## src/design/pte_pkg.sv

```systemverilog
package pte_pkg;

    localparam int COORD_W  = 16;
    localparam int DIFF_W   = COORD_W + 1;
    localparam int MAG_IN_W = COORD_W;
    localparam int THICK_W  = 12;
    localparam int COLOR_W  = 8;
    localparam int SQ_W     = 2 * MAG_IN_W;
    localparam int SUM_W    = SQ_W + 1;
    localparam int Q_W      = MAG_IN_W + THICK_W;
    localparam int Q2_W     = 2 * Q_W;
    localparam int MAG_W    = THICK_W;
    localparam int ACC_W    = Q2_W + 6;
    localparam int WIDE_W   = COORD_W + 2;
    localparam int NUM_VERT = 6;
    localparam int VCNT_W   = 3;
    localparam logic [VCNT_W-1:0] LAST_VERT = VCNT_W'(NUM_VERT - 1);

    localparam logic OP_TILE = 1'b0;
    localparam logic OP_LINE = 1'b1;

    typedef logic signed [COORD_W-1:0] coord_t;

    typedef struct packed {
        logic               op;
        coord_t             x0;
        coord_t             y0;
        coord_t             x1;
        coord_t             y1;
        logic [COLOR_W-1:0] r;
        logic [COLOR_W-1:0] g;
        logic [COLOR_W-1:0] b;
    } prim_t;

    typedef struct packed {
        prim_t                   prim;
        logic                    hx_neg;
        logic                    hy_neg;
        logic                    drop;
        logic [SUM_W-1:0]        s;
        logic [Q2_W-1:0]         qx2;
        logic [Q2_W-1:0]         qy2;
        logic [MAG_W-1:0]        mx;
        logic [MAG_W-1:0]        my;
        logic signed [ACC_W-1:0] px;
        logic signed [ACC_W-1:0] py;
        logic signed [ACC_W-1:0] csx;
        logic signed [ACC_W-1:0] csy;
    } srch_t;

    typedef struct packed {
        coord_t [3:0]       cx;
        coord_t [3:0]       cy;
        logic [COLOR_W-1:0] r;
        logic [COLOR_W-1:0] g;
        logic [COLOR_W-1:0] b;
    } quad_t;

    function automatic coord_t sat_coord(input logic signed [WIDE_W-1:0] v);
        logic signed [WIDE_W-1:0] hi;
        logic signed [WIDE_W-1:0] lo;
        hi = WIDE_W'((1 << (COORD_W - 1)) - 1);
        lo = -hi - WIDE_W'(1);
        if (v > hi)
            return coord_t'(hi);
        else if (v < lo)
            return coord_t'(lo);
        else
            return coord_t'(v);
    endfunction

    // two triangles: v0,v1,v2 then v0,v2,v3
    function automatic logic [1:0] corner_sel(input logic [VCNT_W-1:0] n);
        case (n)
            3'd0:    return 2'd0;
            3'd1:    return 2'd1;
            3'd2:    return 2'd2;
            3'd3:    return 2'd0;
            3'd4:    return 2'd2;
            3'd5:    return 2'd3;
            default: return 2'd0;
        endcase
    endfunction

endpackage

```

## src/design/pte_vertex_seq.sv

```systemverilog
module pte_vertex_seq (
    input  logic                        clk,
    input  logic                        rst_n,
    input  logic                        in_valid,
    input  logic                        in_drop,
    input  pte_pkg::quad_t              in_quad,
    output logic                        free,
    output logic                        out_valid,
    input  logic                        out_stall,
    output pte_pkg::coord_t             vx,
    output pte_pkg::coord_t             vy,
    output logic [pte_pkg::COLOR_W-1:0] vr,
    output logic [pte_pkg::COLOR_W-1:0] vg,
    output logic [pte_pkg::COLOR_W-1:0] vb,
    output logic                        vlast
);
    import pte_pkg::*;

    logic              busy_reg, busy_next;
    logic [VCNT_W-1:0] cnt_reg, cnt_next;
    quad_t             quad_reg;
    logic              load;
    logic [1:0]        sel;

    assign free = !busy_reg || (!out_stall && cnt_reg == LAST_VERT);
    assign load = in_valid && !in_drop && free;

    always_comb
    begin
        busy_next = busy_reg;
        cnt_next  = cnt_reg;
        if (load)
        begin
            busy_next = 1'b1;
            cnt_next  = '0;
        end
        else if (busy_reg && !out_stall)
        begin
            if (cnt_reg == LAST_VERT)
                busy_next = 1'b0;
            else
                cnt_next = cnt_reg + VCNT_W'(1);
        end
    end

    always_ff @(posedge clk or negedge rst_n)
    begin
        if (!rst_n)
        begin
            busy_reg <= 1'b0;
            cnt_reg  <= '0;
        end
        else
        begin
            busy_reg <= busy_next;
            cnt_reg  <= cnt_next;
        end
    end

    always_ff @(posedge clk)
    begin
        if (load)
            quad_reg <= in_quad;
    end

    assign sel       = corner_sel(cnt_reg);
    assign out_valid = busy_reg;
    assign vx        = quad_reg.cx[sel];
    assign vy        = quad_reg.cy[sel];
    assign vr        = quad_reg.r;
    assign vg        = quad_reg.g;
    assign vb        = quad_reg.b;
    assign vlast     = (cnt_reg == LAST_VERT);

endmodule

```

## config.mk

```make
export PLATFORM = sky130hd
export DESIGN_NAME = pte_vertex_seq
export DESIGN_NICKNAME = d
export VERILOG_FILES = /design/src/design/pte_pkg.sv /design/src/design/pte_vertex_seq.sv
export SDC_FILE = /design/constraint.sdc
export NUM_CORES = 1
export LEC_CHECK = 0
export ABC_CLOCK_PERIOD_IN_PS = 11100
export BUFFER_PORTS_ARGS = -buffer_cell sky130_fd_sc_hd__buf_2
export CELL_PAD_IN_SITES_DETAIL_PLACEMENT = 0
export CELL_PAD_IN_SITES_GLOBAL_PLACEMENT = 1
export CORE_UTILIZATION = 41
export DETAILED_ROUTE_END_ITERATION = 6
export PLACE_DENSITY = 0.78
export SLEW_MARGIN = 20
export SYNTH_ARGS = -nofsm -noshare
export SYNTH_HDL_FRONTEND = slang
export SYNTH_SLANG_ARGS = --single-unit
```

## constraint.sdc

```tcl
create_clock -name clk -period 11.1 [get_ports clk]
set_input_delay 0.555 -clock clk [delete_from_list [all_inputs] [get_ports clk]]
set_output_delay 0.555 -clock clk [all_outputs]
set_load 0.01 [all_outputs]
```

### After elaboration in Yosys (flattened, before gate mapping)

Cells that the tools add are included.

* output and inout bits: 59
* word-level logic and storage cells: 44
* register bits: 156
* bits of input ports: 157

* multiplexer cells: 11
* $lt $le $gt $ge: 1
* reductions and logical operators: 13
* add/subtract/negate cells: 1
* eq/ne operators: 5

Operators with widths (number)
* binary-select mux 16 bit (select 2 bit): 2
* two-way mux 16 bit: 2
* two-way mux 3 bit: 3
* equality test 3 bit, second input constant: 2
* case mux 2 bit (3 select lines): 1
* logical AND 1 bit: 4
* AND reduction 2 bit: 2
* nonzero test 2 bit: 2
* adder 3 x 1 -> 3 bit, second input constant: 1
* equality test 3 x 1 -> 1 bit, second input constant: 1
* equality test 3 x 2 -> 1 bit, second input constant: 1
* zero test 1 bit: 3
* less-than comparator 2 x 3 -> 1 bit, second input constant: 1
* two-way mux 1 bit: 3
* != test 2 x 1 -> 1 bit, second input constant: 1
* OR reduction 2 bit: 1
* logical OR 1 bit: 1

### Logic depth before layout (Yosys ltp)

* word-level depth: 6
* mapped depth: 7
* mapped depth without buffers: 6

### Worst setup path after synthesis

OpenSTA, ideal clock, no wires.

* path type: flip-flop to flip-flop
* from: register cnt_reg[1]
* to: register cnt_reg[2]
* data arrival time: 8.669 ns
* buffers on the path: 1
* cell stages (with the launch flop): 7
* library setup time: 0.489 ns
* data required time: 10.611 ns
* slack: 1.942 ns
* period minus slack after synthesis: 9.158 ns
* cell sequence: dfrtp_1 > inv_1 > ha_1 > clkbuf_1 > nand3b_1 > a21oi_1 > nor3_1

* longest elaborated chain between the ends: 6
* elaborated cells between the ends (all ways): 11
* those cells by class: 1 x add/sub; 2 x eq/ne; 3 x mux; 5 x reduce/logical

Ends and longest elaborated chain
* from (decl): RTL line pte_vertex_seq.sv:20 `logic [VCNT_W-1:0] cnt_reg, cnt_next;`
* from (signal assigned): RTL line pte_vertex_seq.sv:56 `cnt_reg <= cnt_next;`
* parallel branches: the longest is 6 deep, another holds adder 3 x 1 -> 3 bit

Several ways; the timed one is not identified. The select of a mux whose other input is x is not followed.
A chain may end at the register's enable or synchronous reset.

### Final worst setup path

* from: register cnt_reg[1]
* to: register quad_reg[92] (netlist name) (enable)

* longest elaborated chain between the ends: 4

Ends and longest elaborated chain
* equality test 3 bit: RTL line pte_vertex_seq.sv:25 `assign free = !busy_reg || (!out_stall && cnt_reg == LAST_VERT);`
* logical AND 1 bit: RTL line pte_vertex_seq.sv:25
* logical OR 1 bit: RTL line pte_vertex_seq.sv:25
* logical AND 1 bit: RTL line pte_vertex_seq.sv:26 `assign load = in_valid && !in_drop && free;`
* to (signal assigned): RTL line pte_vertex_seq.sv:63 `quad_reg <= in_quad;`
* to (decl): RTL line pte_vertex_seq.sv:21 `quad_t quad_reg;`

No other way between the ends.

==> run_results.csv <==
group,metric,value,unit
finish,fillers,1231,
timing,fin_setup_tns,0,ns
cts,htree_levels,4,
timing,postLayoutSetupSlackWorst,7.32,ns
routing,wl_per_cell,16.4,um
timing,period_share,34.1,%
place,post-place-ws,7.30,ns
routing,viasPerCell,4.65,
routing,ant_nets,0,
timing,finalHoldViolations,0,
logic_synthesis,netlist_instances,313,
setup_path,end_kind,"register",
setup_path,cp.required,11.13,ns
setup_path,critPathTopFamily,"buffers and inverters",
cts,post_cts_buffers,0,
logic_synthesis,synth.avg_cell_area,19.5,um^2
logic_synthesis,synth_cell_types,21,
timing,rsz0062_at_grt,"no",
min_path,hold_class,"primary input to register",
finish,diodes,0,
setup_path,crit_path_max_incr_delay,0.87,ns
cts,holdBufCountCts,1,
setup_path,critPathArrivalTime,3.81,ns
finish,drive_gt1_share,48.0,%
place,io_buffers,215,
status,outcome,"completed",
global_routing,antenna_found_initial,0,
finish,area.growth.synth_to_final,27.4,%
routing,first_pass_iters,4,
timing,worst_pin_slew,0.995,ns
logic_synthesis,ys_ff_latch,156,
finish,fin_nets,679,
global_routing,grt_pass1_wl,16600,um
global_routing,gr-total-overflow,0,
setup_path,cpMostUsedCell,"buf_4",
timing,slew_viol_final,0,
floorplanning,die-area,0.0154,mm^2
logic_synthesis,synth_nets,474,
place,dpl.hpwl,7970,um
floorplanning,die_w,124,um
logic_synthesis,syn-cell-area,0.00610,mm^2
flow_run,cap_viol_max_count,0,
setup_path,critical-path-slowest-cell,"buf_4",
power_and_ir_drop,p_leak,0.00322,uW
floorplanning,initial_core_util,42.0,%
floorplanning,core-area,0.0145,mm^2
finish,largest_reg_flops,128,
timing,setup_viol,0,
routing,drt-initial-drc-count,170,
setup_path,cp-start-kind,"register",
logic_synthesis,ys_seq_area_share,76.5,%
routing,vias,3325,
timing,period_needed,3.78,ns
power_and_ir_drop,ir_worst_vdd,0.136,mV
setup_path,crit_fanout,78,
floorplanning,ios,216,
logic_synthesis,yosysWarnings,0,
global_routing,grt_max_degree,79,
cts,cts_buffers,17,
cts,path_clk_slew,0.06,ns
setup_path,critPathBufInv,4,
power_and_ir_drop,powerDensity,242,mW/mm^2
floorplanning,die-height,124,um
timing,fmax,265,MHz
logic_synthesis,netlist_top_cells_area,"edfxtp_1, mux2i_1, buf_4",
floorplanning,rows,44,
place,place_congestion,0.710,
timing,finClkSkew,0.00750,ns
cts,max-clock-path-buffers,2,
setup_path,path_cells,"inv_1, ha_2, buf_4, nand3b_1, a21oi_4, buf_4, buf_4",
cts,clock_latency,0.42,ns
cts,cts.sinks,156,
routing,wl,11700,um
global_routing,grt_usage,15.2,%
setup_path,critPathKind,"register to register",
routing,drc,0,
cts,postCtsResizedCells,0,
cts,cts_tree,"done",
global_routing,grt_pass1_vias,3285,
logic_synthesis,yosysTopAreaCell,"edfxtp_1",
finish,final_util,53.4,%
logic_synthesis,synth_top_area_share,74.8,%
cts,clock_tree.root_cell,"clkbuf_16",
timing,slew_headroom,33.7,%
power_and_ir_drop,total_power,1880,uW
-- layout by cell type (no fill, tap or decap) --
cell | Yosys | layout
buf_2 | 3 | 215
edfxtp_1 | 152 | 152
mux2i_1 | 96 | 96
clkbuf_16 | 0 | 17
clkinv_2 | 0 | 5
clkinvlp_4 | 0 | 5
buf_4 | 24 | 5
dfrtp_1 | 4 | 4
nand2_1 | 3 | 3
inv_1 | 3 | 3
a21oi_1 | 4 | 3
ha_1 | 4 | 3
bufinv_16 | 0 | 3
nand2b_1 | 2 | 2
nand3_1 | 2 | 2
o21ai_0 | 2 | 2
clkbuf_1 | 1 | 2
mux2i_4 | 1 | 1
nor2_4 | 0 | 1
nand3b_1 | 1 | 1
a21oi_4 | 0 | 1
nor2b_1 | 1 | 1
and4b_2 | 1 | 1
nor3_1 | 1 | 1
ha_2 | 0 | 1
dlygate4sd3_1 | 0 | 1
-- synth_stat cells --
master and count:
a21oi_1 4, and4b_2 1, buf_2 3, buf_4 24
buf_6 4, buf_8 3, clkbuf_1 1, dfrtp_1 4
edfxtp_1 152, ha_1 4, inv_1 3, mux2i_1 96
mux2i_4 1, nand2_1 3, nand2b_1 2, nand3_1 2
nand3b_1 1, nor2_2 1, nor2b_1 1, nor3_1 1
o21ai_0 2
-- final timing paths --
kind,slack [ns],startpoint,end,cells after the start
hold / removal,0.31,in_quad[26],quad_reg[26],1
min in group asynchronous,0.48,rst_n,cnt_reg[2],2
setup reg to reg,7.32,cnt_reg[1],quad_reg[92],7
max in group asynchronous,10.50,rst_n,out_valid,2
setup / recovery,7.32,cnt_reg[1],quad_reg[92],7
hold reg to reg,0.61,cnt_reg[1],cnt_reg[1],2
-- where the power goes --
part	internal [uW]	switching, uW	leakage, uW
clock	351	217	0.000275
combinational	248	323	0.00152
sequential	720	23.0	0.00142
total	1320	564	0.00322
-- final cells by class --
class,count,area [um^2],share of cell area (%)
inverters,3,11.3,0.145
clock inverters,13,153,1.97
clock buffers,19,433,5.57
flip-flops and latches,156,4660,60.1
multi-input cells,119,1150,14.8
repair buffers,221,1120,14.5
well taps,184,230,2.96
-- stage by stage --
stage / hold slack (ns) / area, um^2 / instances
2_1_floorplan: 0.259 / 6100 / 313
3_3_place_gp: 0.366 / 7170 / 682
3_5_place_dp: 0.372 / 7170 / 682
4_1_cts: 0.289 / 7770 / 715
5_1_grt: 0.285 / 7770 / 715
6_report: 0.310 / 7770 / 715
-- cells by family after synthesis --
kind of cell / synth area share [%]
compound gates: 0.492
flops: 76.5
buf+inv: 4.92
simple gates: 1.15
fa+ha+maj: 0.821
mux: 16.1
-- routing by layer --
metal / global-route usage, % / wire, um / share of wire (%)
met1: 17.4 / 4640 / 40
met2: 25.8 / 6150 / 53
met3: 4.12 / 598 / 5.1
met4: 8.33 / 315 / 2.7
met5: 0 / 0 / 0
Power figures use the tool's default switching activity.
