===== config.mk =====
export PLATFORM = sky130hd
export DESIGN_NAME = pte_root_step
export DESIGN_NICKNAME = d
export VERILOG_FILES = /design/src/design/pte_pkg.sv /design/src/design/pte_root_step.sv
export SDC_FILE = /design/constraint.sdc
export NUM_CORES = 1
export LEC_CHECK = 0
export BUFFER_PORTS_ARGS = -buffer_cell sky130_fd_sc_hd__buf_4
export CAP_MARGIN = 20
export CORE_AREA = 2 2 396 398
export DETAILED_ROUTE_END_ITERATION = 7
export DIE_AREA = 0 0 398 400
export GPL_TIMING_DRIVEN = 1
export HOLD_SLACK_MARGIN = 0.03
export PLACE_DENSITY = 0.47
export SLEW_MARGIN = 20
export SYNTH_ARGS = -nofsm -noshare
export SYNTH_HDL_FRONTEND = slang
export SYNTH_SLANG_ARGS = --single-unit

===== constraint.sdc =====
create_clock -name clk -period 1.1 [get_ports clk]
set_clock_uncertainty 0.2 [all_clocks]
set_input_delay 0.11 -clock clk [delete_from_list [all_inputs] [get_ports clk]]
set_output_delay 0.11 -clock clk [all_outputs]
set_load 0.005 [all_outputs]

===== src/design/pte_pkg.sv =====
package pte_pkg;

    localparam int COORD_W  = 16;
    localparam int DIFF_W   = COORD_W + 1;
    localparam int MAG_IN_W = COORD_W;
    localparam int THICK_W  = 12;
    localparam int COLOR_W  = 8;
    localparam int SQ_W     = 2 * MAG_IN_W;
    localparam int SUM_W    = SQ_W + 1;
    localparam int Q_W      = MAG_IN_W + THICK_W;
    localparam int Q2_W     = 2 * Q_W;
    localparam int MAG_W    = THICK_W;
    localparam int ACC_W    = Q2_W + 6;
    localparam int WIDE_W   = COORD_W + 2;
    localparam int NUM_VERT = 6;
    localparam int VCNT_W   = 3;
    localparam logic [VCNT_W-1:0] LAST_VERT = VCNT_W'(NUM_VERT - 1);

    localparam logic OP_TILE = 1'b0;
    localparam logic OP_LINE = 1'b1;

    typedef logic signed [COORD_W-1:0] coord_t;

    typedef struct packed {
        logic               op;
        coord_t             x0;
        coord_t             y0;
        coord_t             x1;
        coord_t             y1;
        logic [COLOR_W-1:0] r;
        logic [COLOR_W-1:0] g;
        logic [COLOR_W-1:0] b;
    } prim_t;

    typedef struct packed {
        prim_t                   prim;
        logic                    hx_neg;
        logic                    hy_neg;
        logic                    drop;
        logic [SUM_W-1:0]        s;
        logic [Q2_W-1:0]         qx2;
        logic [Q2_W-1:0]         qy2;
        logic [MAG_W-1:0]        mx;
        logic [MAG_W-1:0]        my;
        logic signed [ACC_W-1:0] px;
        logic signed [ACC_W-1:0] py;
        logic signed [ACC_W-1:0] csx;
        logic signed [ACC_W-1:0] csy;
    } srch_t;

    typedef struct packed {
        coord_t [3:0]       cx;
        coord_t [3:0]       cy;
        logic [COLOR_W-1:0] r;
        logic [COLOR_W-1:0] g;
        logic [COLOR_W-1:0] b;
    } quad_t;

    function automatic coord_t sat_coord(input logic signed [WIDE_W-1:0] v);
        logic signed [WIDE_W-1:0] hi;
        logic signed [WIDE_W-1:0] lo;
        hi = WIDE_W'((1 << (COORD_W - 1)) - 1);
        lo = -hi - WIDE_W'(1);
        if (v > hi)
            return coord_t'(hi);
        else if (v < lo)
            return coord_t'(lo);
        else
            return coord_t'(v);
    endfunction

    // two triangles: v0,v1,v2 then v0,v2,v3
    function automatic logic [1:0] corner_sel(input logic [VCNT_W-1:0] n);
        case (n)
            3'd0:    return 2'd0;
            3'd1:    return 2'd1;
            3'd2:    return 2'd2;
            3'd3:    return 2'd0;
            3'd4:    return 2'd2;
            3'd5:    return 2'd3;
            default: return 2'd0;
        endcase
    endfunction

endpackage


===== src/design/pte_root_step.sv =====
// One bit of m: largest m with (2m-1)^2 * S <= Q^2, MSB first.
module pte_root_step #(
    parameter int STEP = 0
) (
    input  logic           clk,
    input  logic           rst_n,
    input  logic           adv,
    input  logic           in_valid,
    input  pte_pkg::srch_t in_data,
    output logic           out_valid,
    output pte_pkg::srch_t out_data
);
    import pte_pkg::*;

    logic                    valid_reg;
    srch_t                   data_reg;
    srch_t                   data_next;
    logic signed [ACC_W-1:0] s_ext, sq_term, cand_x, cand_y;

    always_comb
    begin
        s_ext   = signed'(ACC_W'(in_data.s));
        sq_term = s_ext <<< (2 * STEP + 2);
        // (c + 2^(k+1))^2 S = c^2 S + 2^(k+2) cS + 2^(2k+2) S
        cand_x  = in_data.px + (in_data.csx <<< (STEP + 2)) + sq_term;
        cand_y  = in_data.py + (in_data.csy <<< (STEP + 2)) + sq_term;
        data_next = in_data;
        if (cand_x <= signed'(ACC_W'(in_data.qx2)))
        begin
            data_next.mx[STEP] = 1'b1;
            data_next.px       = cand_x;
            data_next.csx      = in_data.csx + (s_ext <<< (STEP + 1));
        end
        if (cand_y <= signed'(ACC_W'(in_data.qy2)))
        begin
            data_next.my[STEP] = 1'b1;
            data_next.py       = cand_y;
            data_next.csy      = in_data.csy + (s_ext <<< (STEP + 1));
        end
    end

    always_ff @(posedge clk or negedge rst_n)
    begin
        if (!rst_n)
            valid_reg <= 1'b0;
        else if (adv)
            valid_reg <= in_valid;
    end

    always_ff @(posedge clk)
    begin
        if (adv)
            data_reg <= data_next;
    end

    assign out_valid = valid_reg;
    assign out_data  = data_reg;

endmodule


# After elaboration in Yosys (flattened, before gate mapping)
# Index checks and enable logic that the tools add are counted.
[classes]
n_reduce_logical = 0
order_cmp = 2
n_shift = 0
bitwise = 0
n_div = 0
n_eq_ne = 0
addsub = 6
mux = 4
multipliers = 0
[ops]
columns = ["cell", "count"]
rows = [
  ["62-bit 2-to-1 mux", 4],
  ["62-bit by 35-bit adder with 62-bit output", 2],
  ["62-bit by 36-bit adder with 62-bit output", 2],
  ["62-bit adder", 2],
  ["62-bit by 57-bit <= comparator with 1-bit output", 2],
]
[word_totals]
rom_bits = 0
elab_cells = 35
regBits = 510
latchBits = 0
output_inout_bits = 510
input_bits = 513
mem_bits_rw = 0
n_memories = 0

# Depth between registers and ports, before layout
# Gate-level depths: netlist of the first run.
[logic_depth]
depth_word = 4
ltp_mapped = 31
mapped_depth_nobuf = 28

# Worst setup path after synthesis of the first run
# No wires, ideal clock.
[synth_timing]
kind = "input -> register"
startpoint = "input port in_data[385] in the netlist's numbering"
endpoint = "register data_reg (netlist bit out_data[115]) (data pin)"
n_path_buf = 2
arrival_ns = 5.652
setup_ns = 0.271
required_time_ns = 0.629
path_stages = 28
slack_ns = -5.023
cell_sequence = "inv_1 -> fa_1 -> inv_1 -> ha_1 -> inv_1 -> fa_1 -> nand2b_1 -> a211oi_2 -> o31ai_1 -> a2111oi_2 -> o21ai_1 -> and2_1 -> o41ai_1 -> xor2_1 -> ha_1 -> a2111oi_0 -> o221ai_1 -> nand2_1 -> o21ai_0 -> nor3_1 -> o211ai_1 -> a31o_2 -> a31oi_1 -> a41oi_2 -> buf_2 -> buf_6 -> nor4_1 -> xor2_1"
[synth_lines]
columns = ["element", "line_no", "source"]
rows = [
  ["start: declaration", "pte_root_step.sv:9", "input pte_pkg::srch_t in_data,"],
  ["end signal: assignment", "pte_root_step.sv:53", "data_reg <= data_next;"],
  ["end: declaration", "pte_root_step.sv:16", "srch_t data_reg;"],
]

==> results_dict.tcl, run 1 <==
set metrics [dict create \
    synth_enable_flop_cells 509 \
    setup_ws_ps -4800 \
    grt_max_degree 46 \
    seq_power_share 0.274 \
    fin_cells 8038 \
    numCtsBuffers 67 \
    fill_cells 14971 \
    dpl_cell_area_um2 52700 \
    slew_headroom 0.498 \
    finalPower_mw 95.3 \
    cap_violations 0 \
    syn2layout_area_growth_pct 92.8 \
    yosysSeqAreaShare 0.456 \
    leakage_nw 29.4 \
    design_area_um2 64700 \
    finalSetupTns_ps -1351580 \
    clockBufferDepth 3 \
    drt_first_iter_violations 1783 \
    synth_common_cells "edfxtp_1 (509), ha_1 (346), a21oi_1 (235)" \
    cp.buffers_inverters 6 \
    drc 0 \
    via_per_inst 4.48 \
    layout-drive-gt1-share 0.447 \
    ant_nets 0 \
    grt_pass1_wl_um 257000 \
    synth_ff_type "edfxtp_1" \
    fp.dieW_um 398 \
    syn_area_um2 33600 \
    holdCritStartpoint "in_data[0]" \
    dp_cells 7098 \
    p_switching_mw 32.3 \
    dieArea_um2 159000 \
    tightest_slew_ps 750 \
    r2r_start "out_valid" \
    timing.rr.end "out_valid" \
    post-route-min-period_ps 5900 \
    multi_input_area_um2 19000 \
    max_stage_delay_ps 520 \
    final_nets 6845 \
    synth_largest_area_cell "edfxtp_1" \
    grt_overflow 0 \
    critPathKind "primary input to flip-flop" \
    yosysUniqueCellTypes 80 \
    initial_utilization 0.216 \
    powerDensity_nw_per_um2 1470 \
    cp_top_family "compound AO/OA/AOI/OAI gates" \
    period_share 5.36 \
    drv_slew 0 \
    pwr-share-clk 0.238 \
    ys_seq_elements 510 \
    synth_fp_nets 3911 \
    worstPathMaxFanout 6 \
    io_buffers 1022 \
    yosysMostFrequentCell "edfxtp_1" \
    worstSkewPairLatency_ps 660 \
    cp.required_ps 1320 \
    avgSynthCellArea_um2 11.3 \
    yosys_warnings 0 \
    dp_slack_ps -6050 \
    track_usage 0.222 \
    rsz0062_at_grt "yes" \
    post-dp-hpwl_um 147000 \
    clock.fmax_mhz 170 \
    synthTopCellsByArea "edfxtp_1 (46%), ha_1 (13%), fa_1 (4.2%)" \
    place.gp.congestion 0.917 \
    cp-start-kind "primary input" \
    finalWirelength_um 184000 \
    rows 145 \
    syn_inst 2982 \
    irDropWorstVdd_mv 1.00 \
    coreArea_um2 155000 \
    ctsHtreeMaxLevel 3 \
    die_y_um 400 \
    p_int_mw 63.0 \
    switching_share 0.339 \
    drt-pass1-iter-count 6 \
    final_core_util 0.417 \
    pwr-share-comb 0.488 \
    io_pins 1023 \
    synth_top_area_share 0.455 \
    grt_pass1_vias 37794 \
    synth_async_sr_flop_share 0.00196 \
    crit_path_end_kind "flip-flop" \
    holdPathEnd "out_data[0]" \
    vias 36017 \
    hold_violations 214 \
    crit_path_frequent_cell "buf_6" \
    ctsRootBufferMaster "clkbuf_16" \
    grt_antenna_before_repair 23 \
    path_clk_slew_ps 60 \
    ff2ff_setup_slack_ps 160 \
    routedWlPerCell_um 22.8 \
    setup_viol 971 \
    whs_ps -555 \
    violations "negative hold slack, negative setup slack" \
    outcome "finished, violations left" \
    regArea_um2 15300 \
    slowest_stage "fa_1" \
    arrival_ps 6120 \
    hold_depth 1 \
    worstRegToRegCells 1 \
    cts_tree "built" \
    clkSinkCount 510 \
    worstHoldPathType "primary input to flip-flop" \
]
==> cell usage in the layout, fill, tap and decap left out, types with 12 or more instances in the layout <==
| master | n |
|---|---|
| nor2_1 | 135 |
| clkbuf_16 | 68 |
| buf_4 | 2131 |
| o21a_1 | 36 |
| a21oi_1 | 207 |
| o21ai_0 | 123 |
| dlygate4sd3_1 | 721 |
| nor2_2 | 14 |
| ha_1 | 335 |
| inv_1 | 175 |
| nor3_1 | 45 |
| xnor2_1 | 108 |
| o21ai_1 | 43 |
| and3_1 | 27 |
| o31ai_1 | 12 |
| nor2b_1 | 29 |
| nand2_1 | 171 |
| mux2_2 | 28 |
| o211ai_1 | 12 |
| a211oi_1 | 17 |
| buf_12 | 35 |
| mux2_4 | 96 |
| nand2b_1 | 21 |
| fa_1 | 65 |
| nand4_1 | 91 |
| xor2_1 | 99 |
| buf_16 | 13 |
| edfxtp_1 | 509 |
| nand2_2 | 16 |
| a31oi_1 | 16 |
| buf_6 | 35 |
| diode_2 | 13 |
| a21oi_2 | 26 |
| clkinv_1 | 13 |
| nand3_1 | 40 |
| a21o_1 | 91 |
| buf_8 | 15 |
| and2_1 | 17 |
| o21bai_1 | 25 |
==> area by class of cell <==
type / instances / area share
tap: 2058 / 0.0398
timing repair buffer: 2951 / 0.385
clock buffer: 77 / 0.0265
clock inverter: 43 / 0.00744
antenna: 13 / 0.000503
inverter: 179 / 0.0104
multi-input combinational: 2207 / 0.294
sequential: 510 / 0.237
==> how the worst max path moves through the flow <==
stage                             from            end  slack (ps)  depth (start not counted)
after floorplan            in_data[17]  out_data[126]       -4600                         26
after global placement    in_data[385]   out_data[52]       -5920                         30
after detailed placement  in_data[385]   out_data[52]       -6050                         30
after CTS                 in_data[385]  out_data[150]       -4760                         34
after global routing      in_data[385]   out_data[50]       -4970                         33
final                     in_data[136]  out_data[155]       -4800                         28
==> registers in the layout (all words and copies together), names as in the netlist <==
register / count
out_data: 509
out_valid: 1
==> cells by family (layout without fill, tap and decap cells) <==
group	Yosys count	count (layout)	synth area share
flops	510	510	0.456
compound gates	734	734	0.137
xor+xnor	225	225	0.0587
mux	125	125	0.0419
fa+ha+maj	416	416	0.171
buf+inv	265	3250	0.0310
other cells	0	13	0
simple gates	707	707	0.104
==> what timing repair did <==
action | in CTS | in global routing
hold buffers | 720 | 1
buffers inserted | 48 | 34
endpoints found under the setup margin | 754 | 909
endpoints found under the hold margin | 1020 | 474
pin swaps | 67 | 71
cloned | 16 | 1
resized for setup | 275 | 122
==> power by group through the flow <==
stage                     Clock (mW)  Combinational (mW)  Sequential (mW)
after global routing            23.9                50.1             26.3
after CTS                       23.2                45.6             26.1
after global placement             0                38.6             26.4
after detailed placement           0                38.7             26.4
final                           22.7                46.5             26.1
after floorplan                    0                15.9             26.4
==> layer usage <==
| layer | global-route usage | routed length, um | share of wire | vias up |
|---|---|---|---|---|
| li1 | - | - | - | 17087 |
| met1 | 0.253 | 71600 | 0.39 | 17660 |
| met2 | 0.408 | 94300 | 0.51 | 1038 |
| met3 | 0.0495 | 11500 | 0.063 | 218 |
| met4 | 0.0741 | 6070 | 0.033 | 14 |
| met5 | 0 | 85 | 0.00046 | - |
Power figures use the tool's default switching activity.
==> inputs of run 2 (changes only) <==
--- a/config.mk
+++ b/config.mk
@@ -7,12 +7,12 @@
 export LEC_CHECK = 0
 export BUFFER_PORTS_ARGS = -buffer_cell sky130_fd_sc_hd__buf_4
 export CAP_MARGIN = 20
-export CORE_AREA = 2 2 396 398
+export CORE_AREA = 2 2 393 395
 export DETAILED_ROUTE_END_ITERATION = 7
-export DIE_AREA = 0 0 398 400
+export DIE_AREA = 0 0 395 397
 export GPL_TIMING_DRIVEN = 1
 export HOLD_SLACK_MARGIN = 0.03
-export PLACE_DENSITY = 0.47
+export PLACE_DENSITY = 0.48
 export SLEW_MARGIN = 20
 export SYNTH_ARGS = -nofsm -noshare
 export SYNTH_HDL_FRONTEND = slang
==> results_dict.tcl, run 2 (synthesized netlist as in run 1, its figures left out) <==
set metrics [dict create \
    outcome "finished, violations left" \
    violations "negative hold slack, negative setup slack" \
    io_pins 1023 \
    fp.dieW_um 395 \
    seq_power_share 0.271 \
    irDropWorstVdd_mv 1.23 \
    p_int_mw 64.1 \
    largest_register_ff_count 509 \
    period_share 5.44 \
    switching_share 0.341 \
    crit_path_frequent_cell "buf_12" \
    drt-pass1-iter-count 5 \
    path_clk_slew_ps 60 \
    hold_violations 411 \
    drt_first_iter_violations 1915 \
    arrival_ps 6230 \
    layout-drive-gt1-share 0.462 \
    syn2layout_area_growth_pct 96.5 \
    coreArea_um2 153000 \
    final_core_util 0.431 \
    worstPathMaxFanout 4 \
    finalWirelength_um 184000 \
    track_usage 0.226 \
    multi_input_area_um2 19500 \
    worstSkewPairLatency_ps 670 \
    cp-start-kind "primary input" \
    post-route-min-period_ps 5980 \
    setup_ws_ps -4880 \
    io_buffers 1022 \
    leakage_nw 30.0 \
    holdPathEnd "out_data[0]" \
    cp.required_ps 1340 \
    grt_pass1_vias 38155 \
    ctsRootBufferMaster "clkbuf_16" \
    vias 36182 \
    slowest_stage "fa_1" \
    cap_violations 0 \
    place.gp.congestion 0.910 \
    max_stage_delay_ps 450 \
    hold_depth 1 \
    r2r_start "out_valid" \
    slew_headroom 0.585 \
    regArea_um2 15300 \
    fill_cells 14463 \
    ff2ff_setup_slack_ps 150 \
    final_nets 6859 \
    mostFrequentLayoutCell "buf_4" \
    critPathKind "primary input to flip-flop" \
    pwr-share-clk 0.235 \
    drc 0 \
    setup_viol 931 \
    clock.fmax_mhz 167 \
    finalPower_mw 97.2 \
    die_y_um 397 \
    pwr-share-comb 0.494 \
    post-dp-hpwl_um 146000 \
    cts_hold_buf 720 \
    numCtsBuffers 68 \
    initial_utilization 0.219 \
    grt_pass1_wl_um 259000 \
    grt_overflow 0 \
    dieArea_um2 157000 \
    via_per_inst 4.50 \
    tightest_slew_ps 618 \
    clockBufferDepth 3 \
    powerDensity_nw_per_um2 1470 \
    grt_max_degree 37 \
    p_switching_mw 33.2 \
    ant_nets 0 \
    worstRegToRegCells 1 \
    timing.rr.end "out_valid" \
    cts_tree "built" \
    holdCritStartpoint "in_data[0]" \
    grt_antenna_before_repair 22 \
    whs_ps -580 \
    routedWlPerCell_um 22.9 \
    rsz0062_at_grt "yes" \
    clkSinkCount 510 \
    worstHoldPathType "primary input to flip-flop" \
    ctsHtreeMaxLevel 3 \
    final_cell_mix "buf_4 (2029), dlygate4sd3_1 (720), edfxtp_1 (509)" \
    rows 144 \
    drv_slew 0 \
    crit_path_end_kind "flip-flop" \
]
[run 2: changes by cell type in the layout (fill, tap and decap cells not counted), moves of 12 or more]
cell	before	now
nand2_1	171	150
o21ai_2	8	27
nor2_1	135	122
mux2_4	96	119
buf_6	35	125
mux2_2	28	5
nand2_2	16	28
o21ai_1	43	21
buf_12	35	51
buf_4	2131	2029
[run 2: what timing repair did]
item,CTS,global route
pin swaps,101,88
gates cloned,22,3
setup endpoints to repair,754,853
gates resized for setup,409,249
buffers inserted,51,38
hold endpoints to repair,1020,475
[run 2: routing by layer]
layer / track usage / vias to the layer above / share of wire / routed length, um
met2: 0.417 / 1106 / 0.52 / 95200
met1: 0.256 / 17703 / 0.39 / 71600
met4: 0.0801 / 14 / 0.037 / 6870
met5: 0 / - / 0.00047 / 87
li1: - / 17119 / - / -
met3: 0.0451 / 240 / 0.057 / 10500
[run 2: final cells by class]
cell class,instances,share of cell area
Clock buffer,77,0.0263
Inverter,179,0.0102
Sequential cell,510,0.232
Multi-Input combinational cell,2207,0.296
Tap cell,2044,0.0388
Antenna cell,12,0.000455
Timing Repair Buffer,2964,0.389
Clock inverter,46,0.00753
[run 2: how the worst max path moves through the flow]
stage                            start  cells after the start            end
after CTS                 in_data[385]                     36  out_data[248]
after global routing      in_data[385]                     35   out_data[97]
after detailed placement  in_data[385]                     33  out_data[248]
after global placement    in_data[385]                     33  out_data[248]
final                     in_data[385]                     31  out_data[132]
after floorplan            in_data[17]                     26  out_data[126]
[run 2: power by group through the flow]
stage                     Clock, mW  Combinational [mW]  Sequential, mW
final                          22.9                48.1            26.3
after global routing           24.2                51.5            26.5
after CTS                      23.5                46.7            26.3
after detailed placement          0                38.5            26.5
after global placement            0                38.3            26.6
after floorplan                   0                15.9            26.4
[run 2: worst max-delay path, delay by kind of cell]
| family | cells | cell delay [ps] |
|---|---|---|
| buf+inv | 11 | 1240 |
| compound gates | 9 | 2030 |
| xor+xnor | 1 | 200 |
| fa+ha+maj | 4 | 1280 |
| mux | 1 | 310 |
| simple gates | 5 | 1030 |
[run 2: through the flow]
step / hold slack, ps / cells / worst slack [ps] / cell area, um2 / TNS [ps]
floorplan: -386 / 2982 / -4600 / 34200 / -1097460
global placement: -315 / 7090 / -5980 / 52700 / -1482230
detailed placement: -312 / 7090 / -6100 / 52700 / -1518080
CTS: -653 / 8003 / -4910 / 64900 / -1418740
global route: -619 / 8035 / -5060 / 66000 / -1447670
finish: -580 / 8039 / -4880 / 66000 / -1382410
==> inputs of run 3 (changes only) <==
--- a/config.mk
+++ b/config.mk
@@ -13,6 +13,7 @@
 export GPL_TIMING_DRIVEN = 1
 export HOLD_SLACK_MARGIN = 0.03
 export PLACE_DENSITY = 0.48
+export SETUP_SLACK_MARGIN = 0.2
 export SLEW_MARGIN = 20
 export SYNTH_ARGS = -nofsm -noshare
 export SYNTH_HDL_FRONTEND = slang
==> results_dict.tcl, run 3 (synthesized netlist as in run 1, its figures left out) <==
set metrics [dict create \
    critPathKind "primary input to flip-flop" \
    path_clk_slew_ps 60 \
    cp_num_cells 34 \
    drv_slew 0 \
    irDropWorstVdd_mv 1.17 \
    finalWirelength_um 181000 \
    io_buffers 1022 \
    setup_viol 754 \
    cp-start-kind "primary input" \
    io_pins 1023 \
    layout-drive-gt1-share 0.475 \
    violations "negative hold slack, negative setup slack" \
    post-route-min-period_ps 5960 \
    dp_cells 7090 \
    use_met1 0.253 \
    dpl_cell_area_um2 52700 \
    period_share 5.42 \
    drt-pass1-iter-count 6 \
    worstSkewPairLatency_ps 670 \
    ant_nets 0 \
    drt_first_iter_violations 1770 \
    final_nets 6645 \
    arrival_ps 6200 \
    leakage_nw 28.9 \
    ctsRootBufferMaster "clkbuf_16" \
    cp_top_family "compound AO/OA/AOI/OAI gates" \
    cap_violations 0 \
    clockBufferDepth 3 \
    final_cell_mix "buf_4 (2132), edfxtp_1 (509), dlygate4sd3_1 (502)" \
    via_per_inst 4.49 \
    worstPathMaxFanout 6 \
    vias 35153 \
    numCtsBuffers 68 \
    setup_ws_ps -4860 \
    post-dp-hpwl_um 146000 \
    initial_utilization 0.219 \
    grt_max_degree 37 \
    cts_hold_buf 502 \
    largest_register_ff_count 509 \
    die_y_um 397 \
    grtUsageMet2 0.409 \
    outcome "finished, violations left" \
    crit_path_end_kind "flip-flop" \
    rows 144 \
    drc 0 \
    rsz0062_at_grt "yes" \
    cp.buffers_inverters 12 \
    hold_violations 654 \
    fill_cells 14752 \
    worstHoldPathType "primary input to flip-flop" \
    syn2layout_area_growth_pct 88.7 \
    cts_tree "built" \
    crit_end "out_data[155]" \
    slowest_stage "fa_1" \
    place.gp.congestion 0.910 \
    routedWlPerCell_um 23.1 \
    ctsHtreeMaxLevel 3 \
    coreArea_um2 153000 \
    slew_headroom 0.575 \
    fin_cells 7825 \
    design_area_um2 63300 \
    dieArea_um2 157000 \
    track_usage 0.221 \
    grt_antenna_before_repair 22 \
    crit_start "in_data[385]" \
    cp.required_ps 1330 \
    tightest_slew_ps 632 \
    whs_ps -581 \
    clock.fmax_mhz 168 \
    grt_overflow 0 \
    mostFrequentLayoutCell "buf_4" \
    grt_pass1_vias 36958 \
    final_core_util 0.414 \
    busiest_layer "met2" \
    clkSinkCount 510 \
    timing.rr.end "out_valid" \
    fp.dieW_um 395 \
    powerDensity_nw_per_um2 1520 \
    ff2ff_setup_slack_ps 150 \
    grt_pass1_wl_um 253000 \
    worstRegToRegCells 1 \
    r2r_start "out_valid" \
    grt_use_met3 0.0417 \
    max_stage_delay_ps 450 \
]
-- run 3: changes by cell type in the layout (fill, tap and decap cells not counted), sizes merged --
cell         previous run  this run
dlygate4sd3           720       502
clkbuf                 81        84
buf                  2240      2241
-- run 3: layout make-up --
| class | count | area (um2) | share of cell area |
|---|---|---|---|
| tap | 2044 | 2560 | 0.0404 |
| clock buffer | 77 | 1740 | 0.0274 |
| inverter | 179 | 676 | 0.0107 |
| multi-input combinational | 2207 | 19300 | 0.304 |
| antenna | 12 | 30.0 | 0.000474 |
| timing repair buffer | 2750 | 23300 | 0.367 |
| sequential | 510 | 15300 | 0.242 |
| clock inverter | 46 | 497 | 0.00784 |
-- run 3: layer usage --
layer  vias to the layer above  share of wire
met5                         -        0.00048
met4                        14          0.036
met3                       235          0.055
met2                      1075           0.52
met1                     17128           0.39
li1                      16701              -
-- run 3: worst min-delay path by stage --
stage | from | to | cells past startpoint
finish | in_data[0] | out_data[0] | 1
global route | in_data[0] | out_data[0] | 1
CTS | in_data[0] | out_data[0] | 1
detailed placement | rst_n | out_valid | 1
global placement | rst_n | out_valid | 1
floorplan | rst_n | out_valid | 0
-- run 3: per-stage QoR --
stage	TNS [ps]	power [mW]	worst slack, ps
after floorplan	-1097460	42.2	-4600
after global placement	-1482230	64.9	-5980
after detailed placement	-1518080	65.1	-6100
after CTS	-1421290	95.3	-4900
after global routing	-1452720	101	-5100
final	-1379340	96.0	-4860
-- run 3: timing repair --
action                                 4_1_cts  5_1_grt
gates resized for setup                    343      120
pin swaps                                   80       78
buffers inserted                            45       26
setup endpoints to repair                  755      756
endpoints found under the hold margin     1020      744
cloned                                      21        6
-- run 3: power by group --
group	switching (mW)	total (mW)	internal, mW
registers	1.22	26.2	25.0
logic	21.5	47.1	25.6
clock network	10.0	22.8	12.8
